## src/rtl/sorted_free_page_list_defines.svh

```systemverilog
// assertion macros of the sorted free page list rtl, used by its top module
`ifndef SORTED_FREE_PAGE_LIST_DEFINES_SVH
`define SORTED_FREE_PAGE_LIST_DEFINES_SVH

// same-cycle implication, checked at every rising clock edge outside reset
`define SFPL_ASSERT_IMP(lbl, clk, rst_n, ante, cons) \
    lbl: assert property (@(posedge clk) disable iff (!rst_n) (ante) |-> (cons)) \
        else $error("assertion failed");

// next-cycle implication
`define SFPL_ASSERT_NXT(lbl, clk, rst_n, ante, cons) \
    lbl: assert property (@(posedge clk) disable iff (!rst_n) (ante) |=> (cons)) \
        else $error("assertion failed");

// fixed-delay implication
`define SFPL_ASSERT_DLY3(lbl, clk, rst_n, ante, cons) \
    lbl: assert property (@(posedge clk) disable iff (!rst_n) (ante) |-> ##3 (cons)) \
        else $error("assertion failed");

`endif

```

## src/rtl/sfpl_pkg.sv

```systemverilog
// package with types and constants of the sorted free page list
`timescale 1ns / 1ps

package sfpl_pkg;

    // default sizes
    localparam int CAPACITY_DEF  = 64;
    localparam int PAGE_BITS_DEF = 32;

    // fixed field widths of the command and result words
    localparam int PAGE_NUM_W = 32;
    localparam int STATUS_W   = 2;
    localparam int COUNT_W    = 7;

    // operation codes
    typedef enum logic [0:0] {
        CMD_INSERT = 1'b0,
        CMD_REMOVE = 1'b1
    } t_cmd;

    // result status codes
    typedef enum logic [STATUS_W-1:0] {
        ST_DONE    = 2'd0,
        ST_FULL    = 2'd1,
        ST_NOMATCH = 2'd2
    } t_status;

    // command word
    typedef struct packed {
        t_cmd                  cmd;
        logic [PAGE_NUM_W-1:0] page_id;
    } t_req;

    // result word
    typedef struct packed {
        t_status               status;
        logic [COUNT_W-1:0]    entry_count;
        logic [PAGE_NUM_W-1:0] lowest_page;
        logic                  is_empty;
    } t_rsp;

    // control broadcast from the sequencer to every cell
    typedef struct packed {
        logic cmp;
        logic ins;
        logic rem;
    } t_cell_ctl;

endpackage

```

## src/rtl/sfpl_cell.sv

```systemverilog
// one compare-and-shift cell of the sorted page chain
`timescale 1ns / 1ps

module sfpl_cell #(
    parameter int PAGE_BITS = sfpl_pkg::PAGE_BITS_DEF
) (
    input  logic                 i_clk,
    input  logic                 i_rst_n,
    input  sfpl_pkg::t_cell_ctl  i_ctl,
    input  logic [PAGE_BITS-1:0] i_key,
    input  logic [PAGE_BITS-1:0] i_left_page,
    input  logic                 i_left_valid,
    input  logic                 i_left_le,
    input  logic                 i_left_lt,
    input  logic [PAGE_BITS-1:0] i_right_page,
    input  logic                 i_right_valid,
    output logic [PAGE_BITS-1:0] o_page,
    output logic                 o_valid,
    output logic                 o_le,
    output logic                 o_lt,
    output logic                 o_hit
);

    logic [PAGE_BITS-1:0] r_page;
    logic                 r_valid;
    logic                 r_le;
    logic                 r_lt;
    logic                 r_eq;

    // compare flags against the key, kept for the apply cycle
    always_ff @(posedge i_clk) begin
        if (i_ctl.cmp) begin
            r_le <= r_valid && (r_page <= i_key);
            r_lt <= r_valid && (r_page <  i_key);
            r_eq <= r_valid && (r_page == i_key);
        end
    end

    // slot contents: keep, take the key, or shift from a neighbor
    always_ff @(posedge i_clk) begin
        if (!i_rst_n) begin
            r_valid <= 1'b0;
        end else if (i_ctl.ins && !r_le) begin
            if (i_left_le) begin
                r_page  <= i_key;
                r_valid <= 1'b1;
            end else begin
                r_page  <= i_left_page;
                r_valid <= i_left_valid;
            end
        end else if (i_ctl.rem && !r_lt) begin
            r_page  <= i_right_page;
            r_valid <= i_right_valid;
        end
    end

    // this slot is the first one not below the key and it matches
    assign o_hit   = r_eq && i_left_lt;
    assign o_page  = r_page;
    assign o_valid = r_valid;
    assign o_le    = r_le;
    assign o_lt    = r_lt;

endmodule

```

## config.mk

```make
export PLATFORM = sky130hd
export DESIGN_NAME = sfpl_cell
export DESIGN_NICKNAME = d
export VERILOG_FILES = /design/src/rtl/sorted_free_page_list_defines.svh /design/src/rtl/sfpl_pkg.sv /design/src/rtl/sfpl_cell.sv
export SDC_FILE = /design/constraint.sdc
export NUM_CORES = 1
export LEC_CHECK = 0
export BUFFER_PORTS_ARGS = -buffer_cell sky130_fd_sc_hd__buf_2
export CAP_MARGIN = 30
export CORE_UTILIZATION = 40
export DETAILED_ROUTE_END_ITERATION = 10
export PLACE_DENSITY = 0.76
export SYNTH_ARGS = -nofsm -noshare
export SYNTH_HDL_FRONTEND = slang
export SYNTH_SLANG_ARGS = --single-unit
```

## constraint.sdc

```tcl
create_clock -name i_clk -period 3.9 [get_ports i_clk]
set_clock_uncertainty 0.2 [all_clocks]
set_input_delay 0.585 -clock i_clk [delete_from_list [all_inputs] [get_ports i_clk]]
set_output_delay 0.585 -clock i_clk [all_outputs]
set_load 0.005 [all_outputs]
```

=== After elaboration in Yosys (flattened, before gate mapping) ===
Index checks and enable logic that the tools add are counted.
Widths: inputs -> output; s select.

* Register bits: 36
* Bits of input ports: 105
* Output and inout port bits: 36
* Word-level logic and storage cells: 24

* Magnitude comparators: 2
* Eq/ne operators: 1
* Mux-type cells: 6
* Reduce and logical (&&, ||, !) cells: 10

{| class="wikitable"
|+ Operator list
! kind !! number
|-
| $mux 32 || 3
|-
| $eq 32x32->1 || 1
|-
| $le 32x32->1 || 1
|-
| $lt 32x32->1 || 1
|-
| $logic_and 1x1->1 || 6
|-
| $mux 1 || 3
|-
| $logic_not 1->1 || 2
|-
| $reduce_and 2->1 || 1
|-
| $reduce_bool 2->1 || 1
|}

=== Logic depth before layout (Yosys ltp) ===
Gate-level depths: netlist of the first run.

* Word-level depth: 4
* Mapped depth: 7

=== Least setup slack after synthesis of the first run ===
OpenSTA, ideal clock, no wires.

* Path kind: in2reg
* Start point: input port i_ctl[1] (netlist name)
* End point: register r_page[0], in the netlist o_page[0], enable pin
* Arrival: 3207 ps
* Required time: 3229 ps
* Slack: 22 ps
* Cell stages on the path: 3
* Path buffers: 1
* Cell sequence: nand2b_1 > clkbuf_1 > a21boi_0

* Longest elaborated chain between the ends: 3

{| class="wikitable"
|+ Ends and longest elaborated chain
! element !! RTL line !! text
|-
| start, declared || sfpl_cell.sv:9 || <nowiki>input sfpl_pkg::t_cell_ctl i_ctl,</nowiki>
|-
| $logic_and 1x1->1 || sfpl_cell.sv:43 || <nowiki>end else if (i_ctl.ins && !r_le) begin</nowiki>
|-
| $reduce_bool 2->1 (no line) || -- ||
|-
| $reduce_and 2->1 (no line) || -- ||
|-
| end signal, assigned || sfpl_cell.sv:45 || <nowiki>r_page <= i_key;</nowiki>
|-
| end signal, assigned || sfpl_cell.sv:48 || <nowiki>r_page <= i_left_page;</nowiki>
|-
| end signal, assigned || sfpl_cell.sv:52 || <nowiki>r_page <= i_right_page;</nowiki>
|-
| end, declared || sfpl_cell.sv:24 || <nowiki>logic [PAGE_BITS-1:0] r_page;</nowiki>
|}

Every way passes these cells.
A chain may end at the register's enable or synchronous reset.

=== Worst setup path after layout of the first run ===
* Start point: input port i_key[14]
* End point: register r_le, in the netlist o_le, data pin

* Longest elaborated chain between the ends: 2

{| class="wikitable"
|+ Ends and longest elaborated chain
! element !! RTL line !! text
|-
| start, declared || sfpl_cell.sv:10 || <nowiki>input logic [PAGE_BITS-1:0] i_key,</nowiki>
|-
| $le 32x32->1 || sfpl_cell.sv:33 || <nowiki>r_le <= r_valid && (r_page <= i_key);</nowiki>
|-
| $logic_and 1x1->1 || sfpl_cell.sv:33 ||
|-
| end signal, assigned || sfpl_cell.sv:33 ||
|-
| end, declared || sfpl_cell.sv:26 || <nowiki>logic r_le;</nowiki>
|}

Every way passes these cells.

==> reports/summary.txt, run 1 <==
Flop2flop setup slack: 1.72 ns
Seq/Total Area, Yosys: 0.409
IO Pins: 141
Slowest CP cell: nor4_1
CTS max path bufs: 2
Pin count of the biggest net entering global routing: 67
Worst setup path class: in2reg
Min-Delay Path Depth: 2
Critical-path maximum fanout: 3
CTS Buf Count: 5
Vias per Instance: 4.94
Die Width: 82.9 um
CTS tree: done
Tightest Pin Transition: 0.565 ns
# rows: 29
Hold slack: 0.333 ns
Avg WL per Cell: 13.2 um
RSZ-0062 raised after global routing: false
Mean Syn Cell Area: 9.69 um^2
Vias in the first global route: 2469
Post-cts sizing count: 0
Async S/R FF share, synth: 0
Core Region: 0.00635 mm^2
Final instance area: 0.00354 mm^2
Initial Util: 0.412
Mapped cell area: 0.00262 mm^2
Final min period: 2.18 ns
Post-Synthesis Cells: 270
Fin nets: 546
Antenna cells: 0
EDFF count, synth: 35
Reg-to-Reg End: o_le
Total number of vias: 2405
Final WL: 6450 um
CTS Hold Buffers Added: 0
Die height: 82.9 um
Share of post-route cells with drive strength above 1: 0.380
TritonRoute pass-1 iters: 4
Remaining Overflow, GRT: 0
Worst Path Buf+Inv: 2
DP Area: 0.00342 mm^2
Crit. Startpoint: i_key[14]
First-pass GRT wire length: 10800 um
Relative slew slack: 0.622
Setup violations, final: 0
Hold path start: o_valid
Crit-path cells: buf_2 -> inv_1 -> ha_1 -> nand4_1 -> nor4_1 -> and4_1 -> a41oi_2 -> o21ai_1
Syn_nets: 407
Clock Tree Root: clkbuf_8
Peak supply drop: 0.159 mV
CTS H-Tree Depth: 2
DP Wirelength: 5240 um
Cell Pwr Density: 303 mW/mm^2
Synth unique cells: 31
CTS sink cnt: 36
Number of port buffers: 140
Flops & latches, synth: 36
Primary FF master, synth: edfxtp_1
Part of the cycle the worst path needs: 0.558
Critical Path AT: 2.12 ns
Critical Path RT: 3.84 ns
Crit path launch type: input pin
Yosys warning total: 0
Max-slew violations: 0
R2r startpoint: o_page[14]
Post-route DRC violation count: 0
Detailed Route Iter0 Violations: 84
Max Clock Freq: 459 MHz
Post-route ant nets: 0
CP max stage delay: 0.48 ns
Max_cap viols: 0
Final Power: 1.07 mW
CP Capture Type: flop
Die area: 0.00687 mm^2
Clock slew at reported path FFs: 0.08 ns
TNS Setup: 0 ns
Gpl congestion: 0.797
Status: completed
Initial antenna violation count: 0
R2R cell count: 6
Post-CTS setup buffers: 0
Clock Latency Late Sink: 0.28 ns
Final Hold Viols: 0
P&R area growth vs syn: 35.4%
Leak: 1.86 nW
Worst Hold Class: reg2reg
Delay-heaviest family, CP: simple AND/OR/NAND/NOR gates
WHS Endpoint: o_valid
Gr usage total: 0.191
==> power breakdown <==
| group | internal (mW) | switching (mW) |
|---|---|---|
| combinational | 0.132 | 0.140 |
| clock | 0.190 | 0.131 |
| sequential | 0.466 | 0.0160 |
==> worst max path at each step <==
stage,depth (start not counted),to
after floorplan,3,o_page[0]
after global placement,7,o_le
after detailed placement,8,o_le
after CTS,6,o_le
after global routing,6,o_le
final,8,o_le
==> registers in the layout (all words and copies together), names as in the netlist <==
register	flops
o_le	1
o_page	32
r_eq	1
o_valid	1
o_lt	1
==> tightest hold or removal path, stage by stage, from the launching register on <==
cell and delay, ns:
dfxtp_1 0.35, nand2_1 0.07, a31oi_1 0.08
==> routing by layer <==
metal  vias to the layer above  global-route usage  routed length (um)
met5                         -                   0                   0
met4                         0              0.0549                  70
met3                         7              0.0219                 249
met2                        73               0.355                3410
met1                      1081               0.231                2710
li1                       1244                   -                   -
==> layout make-up <==
class                   count  area (um^2)
clock buffers               6         72.6
clock inverters             2         35.0
fillers                   593         2810
inverters                  34          128
multi-input cells         189         1390
flip-flops and latches     36         1070
well taps                  77         96.3
repair buffers            143          756
==> Yosys cell counts, types with 2 or more instances <==
library cell / instances / area [um^2]
nand2_1: 41 / 154
o21ai_0: 36 / 180
edfxtp_1: 35 / 1050
inv_1: 34 / 128
ha_1: 32 / 400
mux2i_1: 32 / 320
a21oi_1: 14 / 70.1
clkbuf_1: 7 / 26.3
nand4_1: 5 / 31.3
buf_2: 4 / 20.0
nand2b_1: 4 / 25.0
nand3_1: 4 / 20.0
nor2_1: 3 / 11.3
a21o_1: 2 / 15.0
==> layout by cell type (no fill, tap or decap), drive strengths merged <==
cell / instances
a21o: 2
edfxtp: 35
a41oi: 1
a41o: 1
a21boi: 1
inv: 34
clkbuf: 6
a21oi: 14
nor4: 2
o21ai: 37
ha: 32
a31oi: 1
or4: 1
nand3b: 1
a221o: 1
mux2i: 32
a221oi: 1
nand3: 4
dfxtp: 1
and2: 1
o31ai: 1
and4: 1
nand4: 6
a211o: 1
nor2: 3
clkinv: 1
bufinv: 1
buf: 143
nand2b: 4
nand2: 41
==> cells by family after synthesis <==
family	after synthesis	synth area share
AND/OR/NAND/NOR	64	0.117
multiplexers	32	0.122
flip-flops	36	0.409
buffers and inverters	45	0.0664
AO/OA/AOI/OAI	61	0.132
adder cells (fa/ha/maj)	32	0.153
==> metrics by stage <==
stage	util	worst slack, ns	cells
global placement	0.534	1.47	477
finish	0.558	1.72	487
CTS	0.555	1.69	486
floorplan	-	0.0221	270
global route	0.558	1.60	487
detailed placement	0.538	1.40	478
Power figures use the tool's default switching activity.
==> inputs of run 2 (changes only) <==
==> constraint.sdc (replaced) <==
create_clock -name i_clk -period 1.95 [get_ports i_clk]
set_clock_uncertainty 0.2 [all_clocks]
set_input_delay 0.2925 -clock i_clk [delete_from_list [all_inputs] [get_ports i_clk]]
set_output_delay 0.2925 -clock i_clk [all_outputs]
set_load 0.005 [all_outputs]
==> run 2 against run 1 <==
Net effect:
- the run now ends with negative setup slack left
- register-to-register slack worse by 2.0 ns
- combinational power is 120% higher
- highest routed layer unchanged
- critical path type is now reg2reg
- routed wire length grew 4.0%
- flip-flop and latch count unchanged
- final cell count rose by 3.9%
- first-iteration DRC count down 24%
- non-clock buffer count up 19
- sequential share of layout area decreased by 1.6 points
==> reports/summary.txt, run 2 (synthesized netlist as in run 1, its figures left out) <==
Tightest Pin Transition: 0.296 ns
# rows: 29
Part of the cycle the worst path needs: 1.14
CTS H-Tree Depth: 2
Clock Latency Late Sink: 0.29 ns
Worst setup path class: reg2reg
Gpl congestion: 0.889
Max Clock Freq: 450 MHz
CTS tree: done
CTS sink cnt: 36
R2r startpoint: o_page[27]
Reg-to-Reg End: o_le
Antenna cells: 0
RSZ-0062 raised after global routing: true
Clock slew at reported path FFs: 0.07 ns
Fin nets: 565
Die area: 0.00687 mm^2
DP Wirelength: 5240 um
Critical Path AT: 2.06 ns
Pre-CTS setup slack: -0.199 ns
Commonest non-fill, non-tap cell in the layout: buf_2
Status: complete, but fails checks
First-pass GRT wire length: 11100 um
Setup violations, final: 2
Initial Util: 0.412
CTS Buf Count: 5
Max-slew violations: 0
IO Pins: 141
Crit. Startpoint: o_page[27]
Remaining Overflow, GRT: 0
Clock Tree Root: clkbuf_8
Violated checks: negative setup slack
DP Area: 0.00362 mm^2
Critical-path maximum fanout: 3
Max_cap viols: 0
Slowest CP cell: or4_4
Final Hold Viols: 0
Delay-heaviest family, CP: simple AND/OR/NAND/NOR gates
Hold path start: i_ctl[2]
Worst Hold Class: in2reg
Cell Pwr Density: 558 mW/mm^2
P&R area growth vs syn: 42.9%
Worst Setup EP: o_le
Final WL: 6710 um
Peak supply drop: 0.329 mV
Initial antenna violation count: 0
Final Power: 2.09 mW
Share of post-route cells with drive strength above 1: 0.422
Fill count: 552
CP Capture Type: flop
Leak: 1.95 nW
Worst Path Buf+Inv: 0
Vias per Instance: 4.88
Largest register FFs: 32
Crit-path cells: ha_4 -> nand4_1 -> or4_4 -> a41oi_2 -> o21ai_1
Setup ws final: -0.272 ns
Most frequent cells in the layout: 140 x buf_2, 41 x nand2_1, 36 x o21ai_0
Post-route DRC violation count: 0
Total number of vias: 2469
Flop2flop setup slack: -0.27 ns
Crit path launch type: flop
CTS Hold Buffers Added: 0
Die Width: 82.9 um
Hold slack: 0.0546 ns
CTS max path bufs: 2
Die height: 82.9 um
Critical Path RT: 1.79 ns
R2R cell count: 5
Detailed Route Iter0 Violations: 64
Final min period: 2.22 ns
Avg WL per Cell: 13.3 um
Gr usage total: 0.202
Final instance area: 0.00374 mm^2
Vias in the first global route: 2465
Core Region: 0.00635 mm^2
TritonRoute pass-1 iters: 4
CP max stage delay: 0.61 ns
Critical path depth: 5
Pin count of the biggest net entering global routing: 37
Post-route ant nets: 0
Relative slew slack: 0.801
Number of port buffers: 140
[run 2: cell types whose count changed in the layout (fill, tap and decap cells not counted), sizes merged]
cell and change:
bufinv -1, clkbuf +2, clkinv -1, buf +19
[run 2: metrics by stage]
| step | instances | setup TNS, ns | util |
|---|---|---|---|
| after floorplan | 270 | -0.151 | - |
| after global placement | 497 | -0.289 | 0.571 |
| after detailed placement | 497 | -0.349 | 0.571 |
| after CTS | 506 | -0.364 | 0.585 |
| after global routing | 506 | -0.615 | 0.589 |
| final | 506 | -0.468 | 0.589 |
[run 2: repair_timing]
| item | in CTS | in global routing |
|---|---|---|
| gates cloned | 0 | 0 |
| buffers inserted | 1 | 0 |
| endpoints found under the setup margin | 3 | 3 |
| pin swaps | 3 | 6 |
| resized for setup | 1 | 4 |
[run 2: layout make-up]
cell class / instances / area [um^2] / area share
Multi-Input combinational cell: 189 / 1470 / 0.394
Tap cell: 77 / 96.3 / 0.0258
Clock buffer: 8 / 80.1 / 0.0214
Inverter: 34 / 128 / 0.0341
Timing Repair Buffer: 162 / 891 / 0.238
Sequential cell: 36 / 1070 / 0.286
[run 2: layer usage]
metal  share of wire  up-vias  GRT usage
met3           0.038       14     0.0388
met4           0.027        0     0.0925
met2            0.51       79      0.350
met5               0        -          0
li1                -     1281          -
met1            0.42     1095      0.242
[run 2: worst min path at each step]
| stage | end | slack [ns] | cells past startpoint |
|---|---|---|---|
| 3_5_place_dp | o_valid | 0.31 | 2 |
| 4_1_cts | o_lt | 0.04 | 1 |
| 2_1_floorplan | o_le | 0.20 | 0 |
| 3_3_place_gp | o_valid | 0.30 | 2 |
| 5_1_grt | o_lt | 0.04 | 1 |
| 6_report | o_le | 0.05 | 1 |
[run 2: where the power goes]
part	leakage (nW)	total [mW]	internal, mW	switching [mW]
sequential	0.342	0.963	0.931	0.0325
combinational	1.57	0.609	0.309	0.301
clock	0.0395	0.515	0.254	0.261
total	1.95	2.09	1.49	0.595
==> inputs of run 3 (changes only) <==
--- a/config.mk
+++ b/config.mk
@@ -7,9 +7,12 @@
 export LEC_CHECK = 0
 export BUFFER_PORTS_ARGS = -buffer_cell sky130_fd_sc_hd__buf_2
 export CAP_MARGIN = 30
+export CORE_MARGIN = 2
 export CORE_UTILIZATION = 40
 export DETAILED_ROUTE_END_ITERATION = 10
 export PLACE_DENSITY = 0.76
+export RECOVER_POWER = 100
+export REMOVE_ABC_BUFFERS = 1
 export SYNTH_ARGS = -nofsm -noshare
 export SYNTH_HDL_FRONTEND = slang
 export SYNTH_SLANG_ARGS = --single-unit
==> run 3 against run 2 <==
Net effect:
- the run still ends with negative setup slack left
- critical path depth did not move
- first-iteration DRC count rose by 17%
- final area decreased by 1.7%
- non-clock buffer count increased by 2
- combinational power shrank 4.4%
- register-to-register slack better by 0.04 ns
- largest power group unchanged
- highest routed layer unchanged
==> reports/summary.txt, run 3 (synthesized netlist as in run 1, its figures left out) <==
Status: complete, but fails checks
Violated checks: negative setup slack
Max-slew violations: 0
Final Hold Viols: 0
Leak: 1.91 nW
Max_cap viols: 0
Tightest Pin Transition: 0.518 ns
Worst Hold Class: in2reg
RSZ-0062 raised after global routing: true
Die area: 0.00721 mm^2
CTS H-Tree Depth: 2
Clock slew at reported path FFs: 0.07 ns
Final min period: 2.18 ns
Vias per Instance: 4.81
Die Width: 84.9 um
Detailed Route Iter0 Violations: 75
Area of the multi-input gates: 0.00142 mm^2
Sequential cell area: 0.00107 mm^2
# rows: 29
Post-route ant nets: 0
Fin nets: 567
Critical Path RT: 1.79 ns
Part of the cycle the worst path needs: 1.12
Share of post-route cells with drive strength above 1: 0.387
CTS sink cnt: 36
Post-route DRC violation count: 0
CTS Hold Buffers Added: 0
CTS Buf Count: 5
Fill count: 567
Metal-1 WL: 2920 um
CP Capture Type: flop
Reg-to-Reg End: o_le
Routed length on met3: 420 um
Top sig layer: met4
P&R area growth vs syn: 40.4%
Total number of vias: 2442
CTS tree: done
Setup violations, final: 3
Final WL: 6420 um
Most frequent cells in the layout: 129 x buf_2, 41 x nand2_1, 36 x o21ai_0
R2r startpoint: o_page[27]
Initial antenna violation count: 0
Number of port buffers: 140
CTS max path bufs: 2
Critical Path AT: 2.02 ns
Min-Delay Path Depth: 3
Commonest non-fill, non-tap cell in the layout: buf_2
Clock Latency Late Sink: 0.28 ns
Gpl congestion: 0.803
Die height: 84.9 um
Vias in the first global route: 2452
Remaining Overflow, GRT: 0
Gr usage total: 0.179
Core Region: 0.00635 mm^2
Pin count of the biggest net entering global routing: 34
Peak supply drop: 0.323 mV
DP Wirelength: 5300 um
Final Power: 2.05 mW
Setup ws final: -0.235 ns
Antenna cells: 0
Met2 WL: 3020 um
Crit path launch type: flop
Cell Pwr Density: 559 mW/mm^2
Avg WL per Cell: 12.6 um
Largest register FFs: 32
Hold slack: 0.0652 ns
Relative slew slack: 0.655
Clock Tree Root: clkbuf_8
Initial Util: 0.412
Max Clock Freq: 458 MHz
IO Pins: 141
Critical-path maximum fanout: 3
TritonRoute pass-1 iters: 4
Worst Setup EP: o_le
R2R cell count: 5
Flop2flop setup slack: -0.23 ns
Worst setup path class: reg2reg
First-pass GRT wire length: 10400 um
Crit. Startpoint: o_page[27]
==> run 3: cell count changes in the layout (fill, tap and decap cells not counted), moves of 2 or more <==
cell	change
clkbuf_1	+10
ha_1	+2
ha_4	-2
clkbuf_4	+6
buf_2	-11
buf_4	-3
==> run 3: metrics by stage <==
step                      setup TNS (ns)  worst slack, ns   util  area [um^2]  cells
final                             -0.528           -0.235  0.579         3680    508
after global placement            -0.388           -0.192  0.562         3570    499
after global routing              -0.970           -0.310  0.579         3680    508
after floorplan                   -89.55            -2.61      -         2570    259
after detailed placement          -0.549           -0.241  0.562         3570    499
after CTS                         -0.540           -0.236  0.579         3680    507
==> run 3: worst max-delay path, cell delays in order (launching register included) <==
cell and delay, ns:
edfxtp_1 0.44, ha_4 0.30, nand4_1 0.19, or4_4 0.60, a41oi_2 0.14, o21ai_1 0.08
==> run 3: how the worst min path moves through the flow <==
stage / startpoint / to / slack, ns
finish: i_rst_n / o_valid / 0.07
global route: i_right_page[4] / o_page[4] / 0.09
CTS: i_rst_n / o_valid / 0.05
detailed placement: o_valid / o_valid / 0.33
global placement: o_valid / o_valid / 0.33
floorplan: i_ctl[2] / o_le / 0.20
==> run 3: cell type report <==
| class | count | share of cell area |
|---|---|---|
| sequential | 36 | 0.291 |
| timing repair buffer | 164 | 0.239 |
| clock inverter | 1 | 0.00102 |
| clock buffer | 7 | 0.0208 |
| tap | 77 | 0.0262 |
| inverter | 34 | 0.0347 |
| multi-input combinational | 189 | 0.387 |
==> run 3: report_power, final <==
group	leakage, nW	switching (mW)	total, mW	internal, mW
Sequential	0.342	0.0355	0.967	0.931
Combinational	1.53	0.286	0.582	0.296
Clock	0.0399	0.257	0.506	0.249
==> run 3: per-layer routing <==
layer  vias to the layer above  global-route usage
met4                         0              0.0491
met2                        87               0.311
met1                      1062               0.222
met5                         -                   0
li1                       1287                   -
met3                         6              0.0428
==> run 3: repair_timing <==
action | CTS | global route
resized for setup | 3 | 1
setup buffers | 0 | 1
setup endpoints to repair | 3 | 3
pin swaps | 6 | 1
